## src/hw/rtl/ehsd_pkg.sv

```systemverilog
// Shared types, codes and character helpers for the escape-hex stream decoder.
// No dependencies; imported by escape_hex_stream_decoder_core.
`default_nettype none

package ehsd_pkg;

  localparam logic [7:0]  ESC_MARK       = 8'h5F;
  localparam logic [7:0]  CHAR_NUL       = 8'h00;
  localparam logic [11:0] UNIT_LIMIT_RST = 12'd1023;

  localparam int OUT_DEPTH = 4;
  localparam int OUT_AW    = $clog2(OUT_DEPTH);
  localparam int OUT_CW    = $clog2(OUT_DEPTH + 1);

  typedef enum logic [1:0] {
    CFG_WIDE_MODE  = 2'd0,
    CFG_UNIT_LIMIT = 2'd1
  } cfg_index_t;

  typedef enum logic [2:0] {
    ST_OK      = 3'd0,
    ST_BAD_ESC = 3'd1,
    ST_ODD     = 3'd2,
    ST_LIMIT   = 3'd3,
    ST_CUT     = 3'd4
  } status_t;

  typedef enum logic [1:0] {
    PH_NONE   = 2'd0,
    PH_FIRST  = 2'd1,
    PH_SECOND = 2'd2
  } phase_t;

  typedef struct packed {
    logic [15:0] unit;
    logic        end_flag;
    logic [2:0]  status;
    logic [11:0] count;
  } res_t;

  function automatic logic is_hex(input logic [7:0] c);
    logic r;
    r = 1'b0;
    if (c inside {[8'h30:8'h39], [8'h41:8'h46], [8'h61:8'h66]}) begin
      r = 1'b1;
    end
    return r;
  endfunction

  function automatic logic [3:0] hex_val(input logic [7:0] c);
    logic [7:0] d;
    d = 8'h00;
    if (c inside {[8'h30:8'h39]}) begin
      d = c - 8'h30;
    end else if (c inside {[8'h61:8'h66]}) begin
      d = c - 8'h61 + 8'd10;
    end else if (c inside {[8'h41:8'h46]}) begin
      d = c - 8'h41 + 8'd10;
    end
    return d[3:0];
  endfunction

endpackage

`default_nettype wire

```

## src/hw/rtl/escape_hex_stream_decoder_core.sv

```systemverilog
// Escape-hex stream decoder core: escape state machine and result queue.
// Depends on ehsd_pkg.
//
// Usage:
//   in channel  : one ASCII character per beat (in_char); NUL ends a string.
//   out channel : one result per beat; a unit result carries a decoded byte
//                 or UTF-16 code unit, the end result (out_end = 1) carries
//                 the string status and unit count and is last of the string.
//   cfg channel : cfg_index 0 = wide_mode, 1 = unit_limit; always ready.
//                 Other indexes are ignored. Write only while idle.
// A result is written into the result queue as its character is taken.
// Throughput: one character per cycle while in_ready is high; the decode
// is a single pass of logic from the input port into a 4-entry result queue.
// A character can cause two results (NUL ending a byte-mode escape after
// one digit), so in_ready requires two free queue entries.
// Stall: while out_ready is low the queue fills and in_ready drops once
// fewer than two entries are free; nothing is lost.
// Reset: queue emptied, string state cleared, wide_mode = 0,
// unit_limit = 1023.
`default_nettype none

module escape_hex_stream_decoder_core (
  input  wire logic        clk,
  input  wire logic        rst,
  input  wire logic        in_valid,
  output logic             in_ready,
  input  wire logic [7:0]  in_char,
  output logic             out_valid,
  input  wire logic        out_ready,
  output logic [15:0]      out_unit,
  output logic             out_end,
  output logic [2:0]       out_status,
  output logic [11:0]      out_count,
  input  wire logic        cfg_valid,
  output logic             cfg_ready,
  input  wire logic [1:0]  cfg_index,
  input  wire logic [11:0] cfg_data
);
  import ehsd_pkg::*;

  // configuration
  logic        wide_mode;
  logic [11:0] unit_limit;

  // per-string state
  phase_t      escape_phase, escape_phase_next;
  logic [3:0]  first_nibble, first_nibble_next;
  logic [7:0]  low_byte, low_byte_next;
  logic        have_low, have_low_next;
  logic [11:0] unit_count, unit_count_next;
  status_t     stop_status, stop_status_next;

  // result queue
  res_t                q_mem [OUT_DEPTH];
  logic [OUT_AW-1:0]   wr_ptr, rd_ptr;
  logic [OUT_CW-1:0]   q_count, q_count_next;

  logic       in_fire, out_fire;
  logic [1:0] n_res;
  res_t       r0, r1;

  assign cfg_ready = 1'b1;
  assign in_ready  = (q_count <= OUT_CW'(OUT_DEPTH - 2));
  assign in_fire   = in_valid && in_ready;
  assign out_valid = (q_count != '0);
  assign out_fire  = out_valid && out_ready;

  assign out_unit   = q_mem[rd_ptr].unit;
  assign out_end    = q_mem[rd_ptr].end_flag;
  assign out_status = q_mem[rd_ptr].status;
  assign out_count  = q_mem[rd_ptr].count;

  always_ff @(posedge clk) begin
    if (rst) begin
      wide_mode  <= 1'b0;
      unit_limit <= UNIT_LIMIT_RST;
    end else if (cfg_valid) begin
      case (cfg_index)
        CFG_WIDE_MODE:  wide_mode  <= cfg_data[0];
        CFG_UNIT_LIMIT: unit_limit <= cfg_data;
        default: ;
      endcase
    end
  end

  // decode one character
  always_comb begin
    logic [7:0]  byte_val;
    logic        go;
    logic [11:0] cnt;
    status_t     st;

    escape_phase_next = escape_phase;
    first_nibble_next = first_nibble;
    low_byte_next     = low_byte;
    have_low_next     = have_low;
    unit_count_next   = unit_count;
    stop_status_next  = stop_status;
    n_res             = 2'd0;
    r0                = '0;
    r1                = '0;
    byte_val          = in_char;
    go                = 1'b0;
    cnt               = unit_count + 12'd1;
    st                = stop_status;

    if (in_char == CHAR_NUL) begin
      if (stop_status == ST_OK) begin
        if (wide_mode) begin
          if (escape_phase != PH_NONE) st = ST_BAD_ESC;
          else if (have_low)           st = ST_ODD;
        end else if (escape_phase == PH_FIRST) begin
          st = ST_CUT;
        end else if (escape_phase == PH_SECOND) begin
          // lenient: the single digit becomes a unit
          r0    = '{unit: {12'h000, first_nibble}, end_flag: 1'b0,
                    status: ST_OK, count: cnt};
          n_res = 2'd1;
          st    = ST_CUT;
        end
      end
      if (n_res == 2'd1) begin
        r1    = '{unit: 16'h0000, end_flag: 1'b1, status: st, count: cnt};
        n_res = 2'd2;
      end else begin
        r0    = '{unit: 16'h0000, end_flag: 1'b1, status: st,
                  count: unit_count};
        n_res = 2'd1;
      end
      escape_phase_next = PH_NONE;
      first_nibble_next = 4'h0;
      low_byte_next     = 8'h00;
      have_low_next     = 1'b0;
      unit_count_next   = 12'h000;
      stop_status_next  = ST_OK;
    end else if (stop_status != ST_OK) begin
      // ignore until NUL
    end else if (escape_phase == PH_NONE && (!wide_mode || !have_low) &&
                 unit_count >= unit_limit) begin
      stop_status_next = ST_LIMIT;
    end else begin
      if (escape_phase == PH_NONE) begin
        if (in_char == ESC_MARK) begin
          escape_phase_next = PH_FIRST;
        end else begin
          go = 1'b1;
        end
      end else if (wide_mode && !is_hex(in_char)) begin
        stop_status_next  = ST_BAD_ESC;
        escape_phase_next = PH_NONE;
      end else if (escape_phase == PH_FIRST) begin
        first_nibble_next = hex_val(in_char);
        escape_phase_next = PH_SECOND;
      end else begin
        byte_val          = {first_nibble, hex_val(in_char)};
        escape_phase_next = PH_NONE;
        go                = 1'b1;
      end

      if (go) begin
        if (!wide_mode) begin
          unit_count_next = cnt;
          r0    = '{unit: {8'h00, byte_val}, end_flag: 1'b0, status: ST_OK,
                    count: cnt};
          n_res = 2'd1;
        end else if (!have_low) begin
          low_byte_next = byte_val;
          have_low_next = 1'b1;
        end else begin
          have_low_next   = 1'b0;
          unit_count_next = cnt;
          r0    = '{unit: {byte_val, low_byte}, end_flag: 1'b0, status: ST_OK,
                    count: cnt};
          n_res = 2'd1;
        end
      end
    end
  end

  always_ff @(posedge clk) begin
    if (rst) begin
      escape_phase <= PH_NONE;
      first_nibble <= 4'h0;
      low_byte     <= 8'h00;
      have_low     <= 1'b0;
      unit_count   <= 12'h000;
      stop_status  <= ST_OK;
    end else if (in_fire) begin
      escape_phase <= escape_phase_next;
      first_nibble <= first_nibble_next;
      low_byte     <= low_byte_next;
      have_low     <= have_low_next;
      unit_count   <= unit_count_next;
      stop_status  <= stop_status_next;
    end
  end

  // queue storage: payload only, no reset
  always_ff @(posedge clk) begin
    if (in_fire && n_res != 2'd0) begin
      q_mem[wr_ptr] <= r0;
      if (n_res == 2'd2) begin
        q_mem[wr_ptr + OUT_AW'(1)] <= r1;
      end
    end
  end

  always_comb begin
    q_count_next = q_count;
    if (in_fire) q_count_next = q_count_next + OUT_CW'(n_res);
    if (out_fire) q_count_next = q_count_next - OUT_CW'(1);
  end

  always_ff @(posedge clk) begin
    if (rst) begin
      wr_ptr  <= '0;
      rd_ptr  <= '0;
      q_count <= '0;
    end else begin
      if (in_fire) wr_ptr <= wr_ptr + OUT_AW'(n_res);
      if (out_fire) rd_ptr <= rd_ptr + OUT_AW'(1);
      q_count <= q_count_next;
    end
  end

  a_queue_bound: assert property (@(posedge clk) disable iff (rst)
    q_count <= OUT_CW'(OUT_DEPTH))
    else $error("result queue overflow");

  a_stop_no_escape: assert property (@(posedge clk) disable iff (rst)
    stop_status != ST_OK |-> escape_phase == PH_NONE)
    else $error("escape pending after decode stopped");

  a_nul_clears: assert property (@(posedge clk) disable iff (rst)
    in_fire && in_char == CHAR_NUL |=>
      unit_count == 12'h000 && stop_status == ST_OK && !have_low)
    else $error("string state not cleared after NUL");

  a_end_unit_zero: assert property (@(posedge clk) disable iff (rst)
    out_valid && out_end |-> out_unit == 16'h0000)
    else $error("end result carries nonzero unit");

endmodule

`default_nettype wire
```

## config.mk

```make
export PLATFORM = sky130hd
export DESIGN_NAME = escape_hex_stream_decoder_core
export DESIGN_NICKNAME = d
export VERILOG_FILES = /design/src/hw/rtl/ehsd_pkg.sv /design/src/hw/rtl/escape_hex_stream_decoder_core.sv
export SDC_FILE = /design/constraint.sdc
export NUM_CORES = 1
export LEC_CHECK = 0
export ABC_AREA = 1
export BUFFER_PORTS_ARGS = -buffer_cell sky130_fd_sc_hd__clkbuf_2
export CAP_MARGIN = 20
export CORE_MARGIN = 4
export CORE_UTILIZATION = 61
export CTS_CLUSTER_SIZE = 25
export DETAILED_ROUTE_END_ITERATION = 8
export PLACE_DENSITY = 0.81
export RECOVER_POWER = 50
export SYNTH_ARGS = -nofsm -noshare
export SYNTH_HDL_FRONTEND = slang
export SYNTH_SLANG_ARGS = --single-unit
```

## constraint.sdc

```tcl
create_clock -name clk -period 4 [get_ports clk]
set_clock_uncertainty 0.2 [all_clocks]
set_input_delay 0.4 -clock clk [delete_from_list [all_inputs] [get_ports clk]]
set_output_delay 0.4 -clock clk [all_outputs]
set_load 0.02 [all_outputs]
```

Word-level counts from Yosys, hierarchy flattened
Memories as Yosys holds them, arrays and structs flattened. A register that Yosys moved wholly into a read port is not among the register bits.
Index checks and enable logic that the tools add are counted.
{ "op_classes": {"div_mod_pow": 0, "order_cmp": 8, "add_sub_neg": 11, "n_mux": 94, "n_shift": 0, "reduce_logical": 34, "bitwise_logic": 0, "n_eq_ne": 14, "multipliers": 0} }
{ "ops": {"columns": ["cell", "n"], "rows": [
  ["$mux W32", 7],
  ["$mux W20", 4],
  ["$mux W12", 6],
  ["$mux W8", 9],
  ["$mux W3", 13],
  ["$mux W4", 9],
  ["$mux W1", 32],
  ["$mux W16", 2],
  ["$mux W2", 12],
  ["$ge A8 B7 Y1 const B", 2],
  ["$le A8 B7 Y1 const B", 2],
  ["$add A12 B1 Y12 const B", 1],
  ["$ge A12 B12 Y1", 1],
  ["$reduce_and A6 Y1", 2],
  ["$reduce_bool A3 Y1", 4],
  ["$sub A4 B1 Y4 const B", 3],
  ["$reduce_and A5 Y1", 2],
  ["$reduce_bool A2 Y1", 5],
  ["$logic_and A1 B1 Y1", 9],
  ["$add A4 B4 Y4 const B", 2],
  ["$eq A8 B7 Y1 const B", 1],
  ["$ge A8 B6 Y1 const B", 1],
  ["$le A8 B6 Y1 const B", 1],
  ["$logic_not A8 Y1", 1],
  ["17 further kinds", 30]
]} }
{ "word_totals": {"mem_count": 1, "latch_bits": 0, "romBits": 0, "ramBits": 128, "in_bits": 27, "reg_bits": 50, "elab_cells": 173, "out_inout_bits": 35} }
{ "memory_table": {"columns": ["memory", "depth", "width", "read_ports", "rd_ports_with_merged_regs", "wr", "line_no", "text"], "rows": [
  ["q_mem", 4, 32, 1, 1, 2, "escape_hex_stream_decoder_core.sv:54", "res_t q_mem [OUT_DEPTH];"]
]} }

Depth between registers and ports, before layout
Gate-level depths: netlist of the first run.
{ "depth": {"word_depth": 23, "ltp_mapped": 24, "depth_no_buf": 23} }

Worst setup path before layout of the first run
No wires, ideal clock.
{ "synth_timing": {"kind": "reg2reg", "start": "register unit_count[0]", "end": "register q_count[2]", "setup_slack_ns": 0.833, "n_path_buf": 1, "stages_incl_launch_ff": 22, "arrival_time_ns": 2.847, "synth_period_minus_slack_ns": 3.167, "required_time_ns": 3.680, "setup_time_ns": 0.120, "cell_sequence": "dfxtp_1 > buf_2 > inv_1 > ha_1 > nand2_1 > nor2_1 > nand3_1 > nand4_1 > nand2_1 > nand3_4 > nand2_4 > inv_1 > nor2_1 > ha_1 > inv_1 > fa_1 > nand2_1 > o21ai_0 > ha_1 > nand2_1 > o21ai_0 > a21oi_1"} }
{ "synth_between": {"elab_chain_cells": 9} }
{ "synth_lines": {"columns": ["item", "line_no", "text"], "rows": [
  ["from (decl)", "escape_hex_stream_decoder_core.sv:50", "logic [11:0] unit_count, unit_count_next;"],
  ["from (signal assigned)", "escape_hex_stream_decoder_core.sv:193", "unit_count <= unit_count_next;"],
  ["$ge A12 B12 Y1 (*)", "escape_hex_stream_decoder_core.sv:139", "unit_count >= unit_limit) begin"],
  ["$logic_and A1 B1 Y1 (*)", "escape_hex_stream_decoder_core.sv:138", "end else if (escape_phase == PH_NONE && (!wide_mode || !have_low) &&"],
  ["$mux W1 (*)", "escape_hex_stream_decoder_core.sv:138", null],
  ["$mux W1 (*)", "escape_hex_stream_decoder_core.sv:136", "end else if (stop_status != ST_OK) begin"],
  ["$mux W2 (*)", "escape_hex_stream_decoder_core.sv:107", "if (in_char == CHAR_NUL) begin"],
  ["$add A3 B2 Y3 (*)", "escape_hex_stream_decoder_core.sv:210", "if (in_fire) q_count_next = q_count_next + OUT_CW'(n_res);"],
  ["$mux W3 (*)", "escape_hex_stream_decoder_core.sv:210", null],
  ["$sub A3 B1 Y3", "escape_hex_stream_decoder_core.sv:211", "if (out_fire) q_count_next = q_count_next - OUT_CW'(1);"],
  ["$mux W3 (*)", "escape_hex_stream_decoder_core.sv:211", null],
  ["to (signal assigned)", "escape_hex_stream_decoder_core.sv:222", "q_count <= q_count_next;"],
  ["to (decl)", "escape_hex_stream_decoder_core.sv:56", "logic [OUT_CW-1:0] q_count, q_count_next;"]
]} }
Mark *: on every way between the ends. The rest lies on a longest branch, timed or not.
A chain may end at the register's enable or synchronous reset.

Final worst setup path of the first run
Same ends and word-level chain as after synthesis.

==> summary.txt, run 1 <==
Clocking
  • Number of clock buffers inserted by TritonCTS: 17
  • Clock-pin slew on the worst setup and hold paths: approximately 60 ps
  • CTS max path bufs: 2
  • TritonCTS clock tree: built
  • Htree depth: 4
  • Root Driver: clkbuf_16
  • Post-CTS Resized: 0
  • Clk sinks: 179
  • Worst-Skew Late Latency: 430 ps

Synth
  • Mean Syn Cell Area: between 7 and 8 sq um
  • Async SR Flop Fraction: 0%
  • Post-Syn Instances: 1215
  • Synthesized Nets: 1267
  • Post-Syn Area: roughly 9300 sq um
  • #FFs+latches synth: 179
  • Synth warn: 0
  • Distinct cells, synth: 45
  • Dominant synthesized flop cell: dfxtp_1
  • Post-synth EDFFs: between 60 and 70
  • Register area share after synthesis: a little under half

Min path
  • Hold Path Origin: cfg_data[5]
  • Hold Crit Class: in2reg
  • Hold-critical path depth: 3
  • Hold Path End: unit_limit[5]$_SDFFE_PP1P_

Finish
  • Area grow syn2layout: 8.882%
  • Area of all sequential standard cells: approximately 4200 sq um
  • Diodes inserted: 0
  • Layout cells sized above 1: 9.041%
  • # nets final: ~1300
  • Multi-input logic area: between 4000 and 5000 sq um
  • Fillers: between 1000 and 1500
  • Core Util, Final: 68.93%
  • Post-Layout Inst Area: about 10000 sq um
  • Post-Layout Cell Count: 1456

Worst setup path
  • Crit. End Element: register
  • Peak fanout along the critical path: 11
  • Crit path cell chain: inv_1 -> ha_1 -> nand2_1 -> nor2_1 -> nand3_1 -> nand4_1 -> nand2_1 -> nand3_4 -> nand2_4 -> inv_1 -> nor2_1 -> ha_1 -> inv_1 -> fa_1 -> nand2_1 -> o21ai_0 -> ha_1 -> nand2_1 -> o21ai_0 -> a21oi_1
  • Setup CP Type: reg2reg
  • Reg2reg end: q_count[2]$_SDFF_PP0_
  • Reg2reg path depth: 20
  • Crit path launch type: register
  • Worst Path Required: 4120 ps
  • Most frequent CP cell: nand2_1
  • Delay of the slowest critical-path stage: roughly 520 ps
  • Arrival @ worst endpoint: 3850 ps
  • CP max-delay cell: dfxtp_1
  • Worst r2r src: unit_count[0]$_SDFFE_PP0P_
  • FF-to-FF setup slack: approximately 270 ps

Detailed routing
  • Vias per inst: around 6.0
  • Pre-Repair DR Iteration Count: 6
  • Routed via count: ~9000
  • Number of routed nets with antenna violations: 0
  • # DRC: 0
  • Avg WL per Cell: between 15 and 20 um
  • First DRT Iteration DRCs: 1287
  • Detailed Route WL: ~25 mm

STA
  • RSZ-0062 raised after global routing: no
  • Period minus WS final: between 3000 and 4000 ps
  • Final Max Slew Viols: 0
  • Slew margin rel.: about 18%
  • Worst Tran Pin Value: around 1200 ps
  • Final Hold Vio Count: 0
  • Fmax: about 0.27 GHz
  • Final setup fails: 0
  • Final period util: between 90 and 100%
  • Setup TNS Final: 0 ps

Power and ir drop
  • Pwr Density: around 560 nW/um^2
  • Clk pwr share: a little over a quarter
  • Seq pwr share: approximately 40%
  • Total chip power: approximately 5.7 mW
  • Sw frac: between 30% and 40%
  • Comb power frac: between 30% and 40%
  • Psw: 2.182 mW
  • Pint: 3.540 mW
  • Static leakage: ~4.3 nW
  • Max IR drop VDD: approximately 0.00036 V

Global route
  • GR Overflow Total: 0
  • Total GRT Usage: 28.30%
  • First-pass GRT wire length: 40.42 mm
  • Largest net degree at the start of global routing: between 60 and 70
  • Vias in the first global route: 8026
  • Initial antenna violation count: 0

Die
  • Chip Width: roughly 130 um
  • Die ar.: roughly 17000 sq um
  • Die H: around 130 um
  • Starting Density: 63.31%
  • Ports: 62
  • # rows: between 40 and 50
  • Core ar.: around 15000 sq um

Flow run
  • Max-cap violations: 0

Placement
  • Dpl cell area: ~9600 sq um
  • Port bufs: 60
  • RD Place Congestion: about 0.89
  • Inst Count DP: 1415
  • Final HPWL DP: between 15 and 20 mm

Status
  • Status: finished clean
## power groups by stage
stage	sequential [mW]	combinational [mW]	clock, mW
6_report	2.32	1.87	1.53
5_1_grt	2.35	2.07	1.61
2_1_floorplan	2.31	1.37	0
3_5_place_dp	2.35	1.87	0
3_3_place_gp	2.35	1.84	0
4_1_cts	2.31	1.89	1.54
## synthesized netlist by cell type, drive strengths merged, types with 2 or more instances
cell      n  area share, %
a21oi    44            2.4
buf      29            2.6
o211ai   10           0.80
a22oi     7           0.56
clkinv    2          0.080
nand4    12           0.87
xor2      4           0.38
nor2    135            5.7
a211oi    2           0.16
clkbuf   27            1.1
dfxtp   115             25
edfxtp   64             21
nand2   318             13
a21o      3           0.24
o21ai   151            8.1
o22ai    50            3.6
or2       2           0.13
inv      90            3.6
nand3   111            6.6
ha       24            3.2
nor3      7           0.38
## cell type report
| cell class | count | area share (%) |
|---|---|---|
| Clock buffer | 22 | 4.663 |
| Clock inverter | 9 | 0.5536 |
| Inverter | 92 | 3.408 |
| Multi-Input combinational cell | 888 | 43.18 |
| Sequential cell | 179 | 41.55 |
| Tap cell | 184 | 2.264 |
| Timing Repair Buffer | 82 | 4.380 |
## through the flow
step                hold slack [ps]  worst slack, ps
finish                        9.227            269.5
global route                  41.88            22.83
CTS                           7.884            315.9
detailed placement            253.6            280.6
global placement              248.0            456.0
floorplan                     235.4            832.8
## kinds of logic (layout without fill, tap and decap cells)
| logic type | after synthesis | after routing | synth area share, % |
|---|---|---|---|
| XOR/XNOR | 5 | 5 | 0.4688 |
| other | 1 | 1 | 0.04015 |
| buffers and inverters | 148 | 205 | 7.381 |
| adder cells (fa/ha/maj) | 25 | 25 | 3.429 |
| AND/OR/NAND/NOR | 586 | 586 | 27.22 |
| flip-flops | 179 | 179 | 45.22 |
| AO/OA/AOI/OAI | 271 | 271 | 16.24 |
## layout by cell type (no fill, tap or decap), drive strengths merged, types with 7 or more instances in the layout
master / netlist / final
o211ai: 10 / 10
o22ai: 50 / 50
nor3: 7 / 7
dlygate4sd3: 0 / 9
nand4: 12 / 12
edfxtp: 64 / 64
nand3: 111 / 111
ha: 24 / 24
dfxtp: 115 / 115
nor2: 135 / 135
a22oi: 7 / 7
nand2: 318 / 318
a21oi: 44 / 44
inv: 90 / 93
clkbuf: 27 / 89
o21ai: 151 / 151
## per-layer routing
metal,GRT usage [%],share of wire [%],vias to the layer above
met3,4.924,11,56
met5,0,0,-
met4,11.09,2.4,0
met2,44.27,46,525
met1,39.43,41,3996
li1,-,-,4204
## worst max-delay path by stage
stage / startpoint / endpoint / slack (ps) / depth (start not counted)
final: unit_count[0]$_SDFFE_PP0P_ / q_count[2]$_SDFF_PP0_ / 270 / 20
after global routing: unit_count[0]$_SDFFE_PP0P_ / q_count[2]$_SDFF_PP0_ / 20 / 20
after CTS: unit_count[0]$_SDFFE_PP0P_ / q_count[2]$_SDFF_PP0_ / 320 / 20
after detailed placement: in_char[1] / q_count[2]$_SDFF_PP0_ / 280 / 24
after global placement: in_char[1] / q_count[1]$_SDFF_PP0_ / 460 / 24
after floorplan: unit_count[0]$_SDFFE_PP0P_ / q_count[2]$_SDFF_PP0_ / 830 / 21
## worst max-delay path, delay by kind of cell (launching register included)
family	cells	cell delay (ps)
simple gates	10	1080
flops	1	520
buf+inv	3	290
compound gates	3	360
fa+ha+maj	4	1160
## registers in the layout, indices dropped and copies added (netlist names), named ones only
signal	flops
unit_limit	12
wide_mode	1
low_byte	8
stop_status	2
first_nibble	4
escape_phase	2
unit_count	12
have_low	1
rd_ptr	2
q_mem	128
q_count	3
wr_ptr	2
## what timing repair did
action	4_1_cts	5_1_grt
hold endpoints to repair	9	0
hold buffers	9	0
setup buffers	0	0
Power figures use the tool's default switching activity.
==> inputs of run 2 (changes only) <==
--- a/config.mk
+++ b/config.mk
@@ -9,10 +9,11 @@
 export BUFFER_PORTS_ARGS = -buffer_cell sky130_fd_sc_hd__clkbuf_2
 export CAP_MARGIN = 20
 export CORE_MARGIN = 4
-export CORE_UTILIZATION = 61
+export CORE_UTILIZATION = 63
+export CTS_BUF_LIST = sky130_fd_sc_hd__clkbuf_8
 export CTS_CLUSTER_SIZE = 25
 export DETAILED_ROUTE_END_ITERATION = 8
-export PLACE_DENSITY = 0.81
+export PLACE_DENSITY = 0.83
 export RECOVER_POWER = 50
 export SYNTH_ARGS = -nofsm -noshare
 export SYNTH_HDL_FRONTEND = slang
==> run 2 against run 1 <==
Effect of this change: sequential cell count stayed put; maximum frequency is 1.2% higher; routed wire length is 1.5% lower; cell count stayed put; final area is 1.3% lower; non-clock buffer count is 1 lower; clock power is 18% lower; critical endpoint is now q_mem[0][11]$_DFFE_PP_; highest routed layer unchanged.
==> summary.txt, run 2 (synthesized netlist as in run 1, its figures left out) <==
Global route
  • Total GRT Usage: 29.42% (was 28.30%)
  • Largest net degree at the start of global routing: 65 (unchanged)
  • First-pass GRT wire length: 39.13 mm (was 40.42 mm)
  • Initial antenna violation count: 0 (unchanged)
  • Vias in the first global route: 7932 (was 8026)
  • GR Overflow Total: 0 (unchanged)

Finish
  • Most common cell after layout, fill and taps aside: nand2_1 (unchanged)
  • Post-Layout Cell Count: 1456 (unchanged)
  • Post-Layout Inst Area: 10040 sq um (was 10170 sq um)
  • Area grow syn2layout: 7.488% (was 8.882%)
  • Core Util, Final: 69.08% (was 68.93%)
  • Diodes inserted: 0 (unchanged)
  • Largest regs: q_mem x128, unit_count x12, unit_limit x12 (unchanged)
  • Top reg by flops: q_mem (unchanged)
  • Layout cells sized above 1: 9.670% (was 9.041%)
  • Commonest non-fill, non-tap cells in the layout: 305 x nand2_1, 142 x o21ai_0, 131 x nor2_1 (was 305 x nand2_1, 138 x o21ai_0, 131 x nor2_1)
  • Fillers: 1243 (was 1286)
  • Largest register FFs: 128 (unchanged)
  • # nets final: 1311 (was 1312)

STA
  • Worst Tran Pin Value: 1232 ps (about the same)
  • Setup TNS Final: 0 ps (unchanged)
  • Hold slack: 18.63 ps (was 9.227 ps)
  • Final Max Slew Viols: 0 (unchanged)
  • Final Hold Vio Count: 0 (unchanged)
  • Final setup fails: 0 (unchanged)
  • Final Worst Setup Slack: 312.3 ps (was 269.5 ps)
  • RSZ-0062 raised after global routing: no (unchanged)
  • Final period util: 92.19% (was 93.26%)
  • Slew margin rel.: 17.90% (was 17.56%)
  • Period minus WS final: 3688 ps (was 3731 ps)
  • Fmax: 0.2712 GHz (was 0.2681 GHz)

Worst setup path
  • Reg2reg end: q_mem[0][11]$_DFFE_PP_ (was q_count[2]$_SDFF_PP0_)
  • Crit. End Element: register (unchanged)
  • Arrival @ worst endpoint: 3690 ps (was 3850 ps)
  • FF-to-FF setup slack: 310 ps (was 270 ps)
  • Peak fanout along the critical path: 27 (was 11)
  • Setup CP Type: reg2reg (unchanged)
  • Worst r2r src: unit_count[0]$_SDFFE_PP0P_ (unchanged)
  • Reg2reg path depth: 14 (was 20)
  • Worst Path Required: 4000 ps (was 4120 ps)
  • Crit path launch type: register (unchanged)

Detailed routing
  • # DRC: 0 (unchanged)
  • Pre-Repair DR Iteration Count: 6 (unchanged)
  • First DRT Iteration DRCs: 1053 (was 1287)
  • Avg WL per Cell: 16.70 um (was 16.95 um)
  • Number of routed nets with antenna violations: 0 (unchanged)
  • Routed via count: 8676 (was 8781)
  • Detailed Route WL: 24.32 mm (was 24.67 mm)
  • Vias per inst: 5.959 (was 6.031)

Power and ir drop
  • Max IR drop VDD: 0.0003093 V (was 0.0003555 V)
  • Comb power frac: 34.1% (was 32.7%)
  • Static leakage: 4.282 nW (was 4.335 nW)
  • Pint: 3.280 mW (was 3.540 mW)
  • Seq pwr share: 42.7% (was 40.5%)
  • Sw frac: 39.66% (was 38.13%)
  • Pwr Density: 541.4 nW/um^2 (was 562.6 nW/um^2)
  • Psw: 2.156 mW (was 2.182 mW)
  • Clk pwr share: 23.2% (was 26.8%)
  • Total chip power: 5.436 mW (was 5.722 mW)

Clocking
  • Root Driver: clkbuf_8 (was clkbuf_16)
  • Clk sinks: 179 (unchanged)
  • Worst-Skew Late Latency: 470 ps (was 430 ps)
  • CTS max path bufs: 2 (unchanged)
  • TritonCTS clock tree: built (unchanged)
  • Clock-pin slew on the worst setup and hold paths: 90 ps (was 60 ps)
  • Post-CTS setup buffers: 0 (unchanged)
  • Number of clock buffers inserted by TritonCTS: 17 (unchanged)
  • Htree depth: 4 (unchanged)

Min path
  • Hold-critical path depth: 3 (unchanged)
  • Hold Path Origin: cfg_data[10] (was cfg_data[5])
  • Hold Path End: unit_limit[10]$_SDFFE_PP0P_ (was unit_limit[5]$_SDFFE_PP1P_)
  • Hold Crit Class: in2reg (unchanged)

Die
  • Core ar.: 14530 sq um (was 14750 sq um)
  • Die H: 129.8 um (was 131.7 um)
  • # rows: 44 (unchanged)
  • Starting Density: 64.26% (was 63.31%)
  • Chip Width: 129.8 um (was 131.7 um)
  • Ports: 62 (unchanged)
  • Die ar.: 16840 sq um (was 17360 sq um)

Placement
  • Dpl cell area: 9618 sq um (was 9625 sq um)
  • Inst Count DP: 1414 (was 1415)
  • Post-Place Worst Slack: 283.6 ps (was 280.6 ps)
  • Final HPWL DP: 16.13 mm (was 16.21 mm)
  • RD Place Congestion: 0.8601 (was 0.8912)
  • Port bufs: 60 (unchanged)

Flow run
  • Max-cap violations: 0 (unchanged)

Status
  • Status: finished clean (unchanged)
-- run 2: repair_timing --
item                       4_1_cts  5_1_grt
hold buffers                    10        0
hold endpoints to repair        10        0
setup endpoints to repair        0        2
gates resized for setup          0        2
-- run 2: worst max-delay path by stage --
stage,end,slack [ps],startpoint,depth (start not counted)
after global routing,q_mem[0][8]$_DFFE_PP_,70,unit_count[0]$_SDFFE_PP0P_,14
after detailed placement,q_count[1]$_SDFF_PP0_,280,in_char[1],24
after floorplan,q_count[2]$_SDFF_PP0_,830,unit_count[0]$_SDFFE_PP0P_,21
final,q_mem[0][11]$_DFFE_PP_,310,unit_count[0]$_SDFFE_PP0P_,14
after global placement,q_count[1]$_SDFF_PP0_,460,in_char[1],24
after CTS,q_count[1]$_SDFF_PP0_,330,unit_count[0]$_SDFFE_PP0P_,20
-- run 2: power groups by stage --
stage / registers [mW] / logic, mW / clock network (mW)
2_1_floorplan: 2.31 / 1.37 / 0
3_3_place_gp: 2.34 / 1.83 / 0
3_5_place_dp: 2.35 / 1.86 / 0
4_1_cts: 2.31 / 1.88 / 1.26
5_1_grt: 2.35 / 2.06 / 1.34
6_report: 2.32 / 1.86 / 1.26
-- run 2: area by class of cell --
| cell class | instances | area, sq um | area share (%) |
|---|---|---|---|
| clock inverter | 14 | 153.9 | 1.533 |
| tap | 184 | 230.2 | 2.293 |
| sequential | 179 | 4227 | 42.10 |
| clock buffer | 18 | 247.7 | 2.468 |
| timing repair buffer | 81 | 451.7 | 4.499 |
| multi-input combinational | 888 | 4384 | 43.67 |
| inverter | 92 | 345.3 | 3.440 |
-- run 2: critical path: stages, from the launching register on --
cell	delay, ps
dfxtp_2	450
inv_1	160
ha_1	300
nand2_1	40
nor2_1	100
nand3_1	80
nand4_1	160
nand2_1	150
nand3_4	110
nand2_4	80
nand3_1	140
clkbuf_2	570
inv_1	580
nand2_1	170
o21ai_0	100
-- run 2: per-layer routing --
layer  track usage [%]  wire length, um  vias up
li1                  -                -     4190
met1             40.83            10130     3988
met2             45.74            11120      435
met3             5.526             2486       63
met4             12.04              581        0
met5                 0                0        -
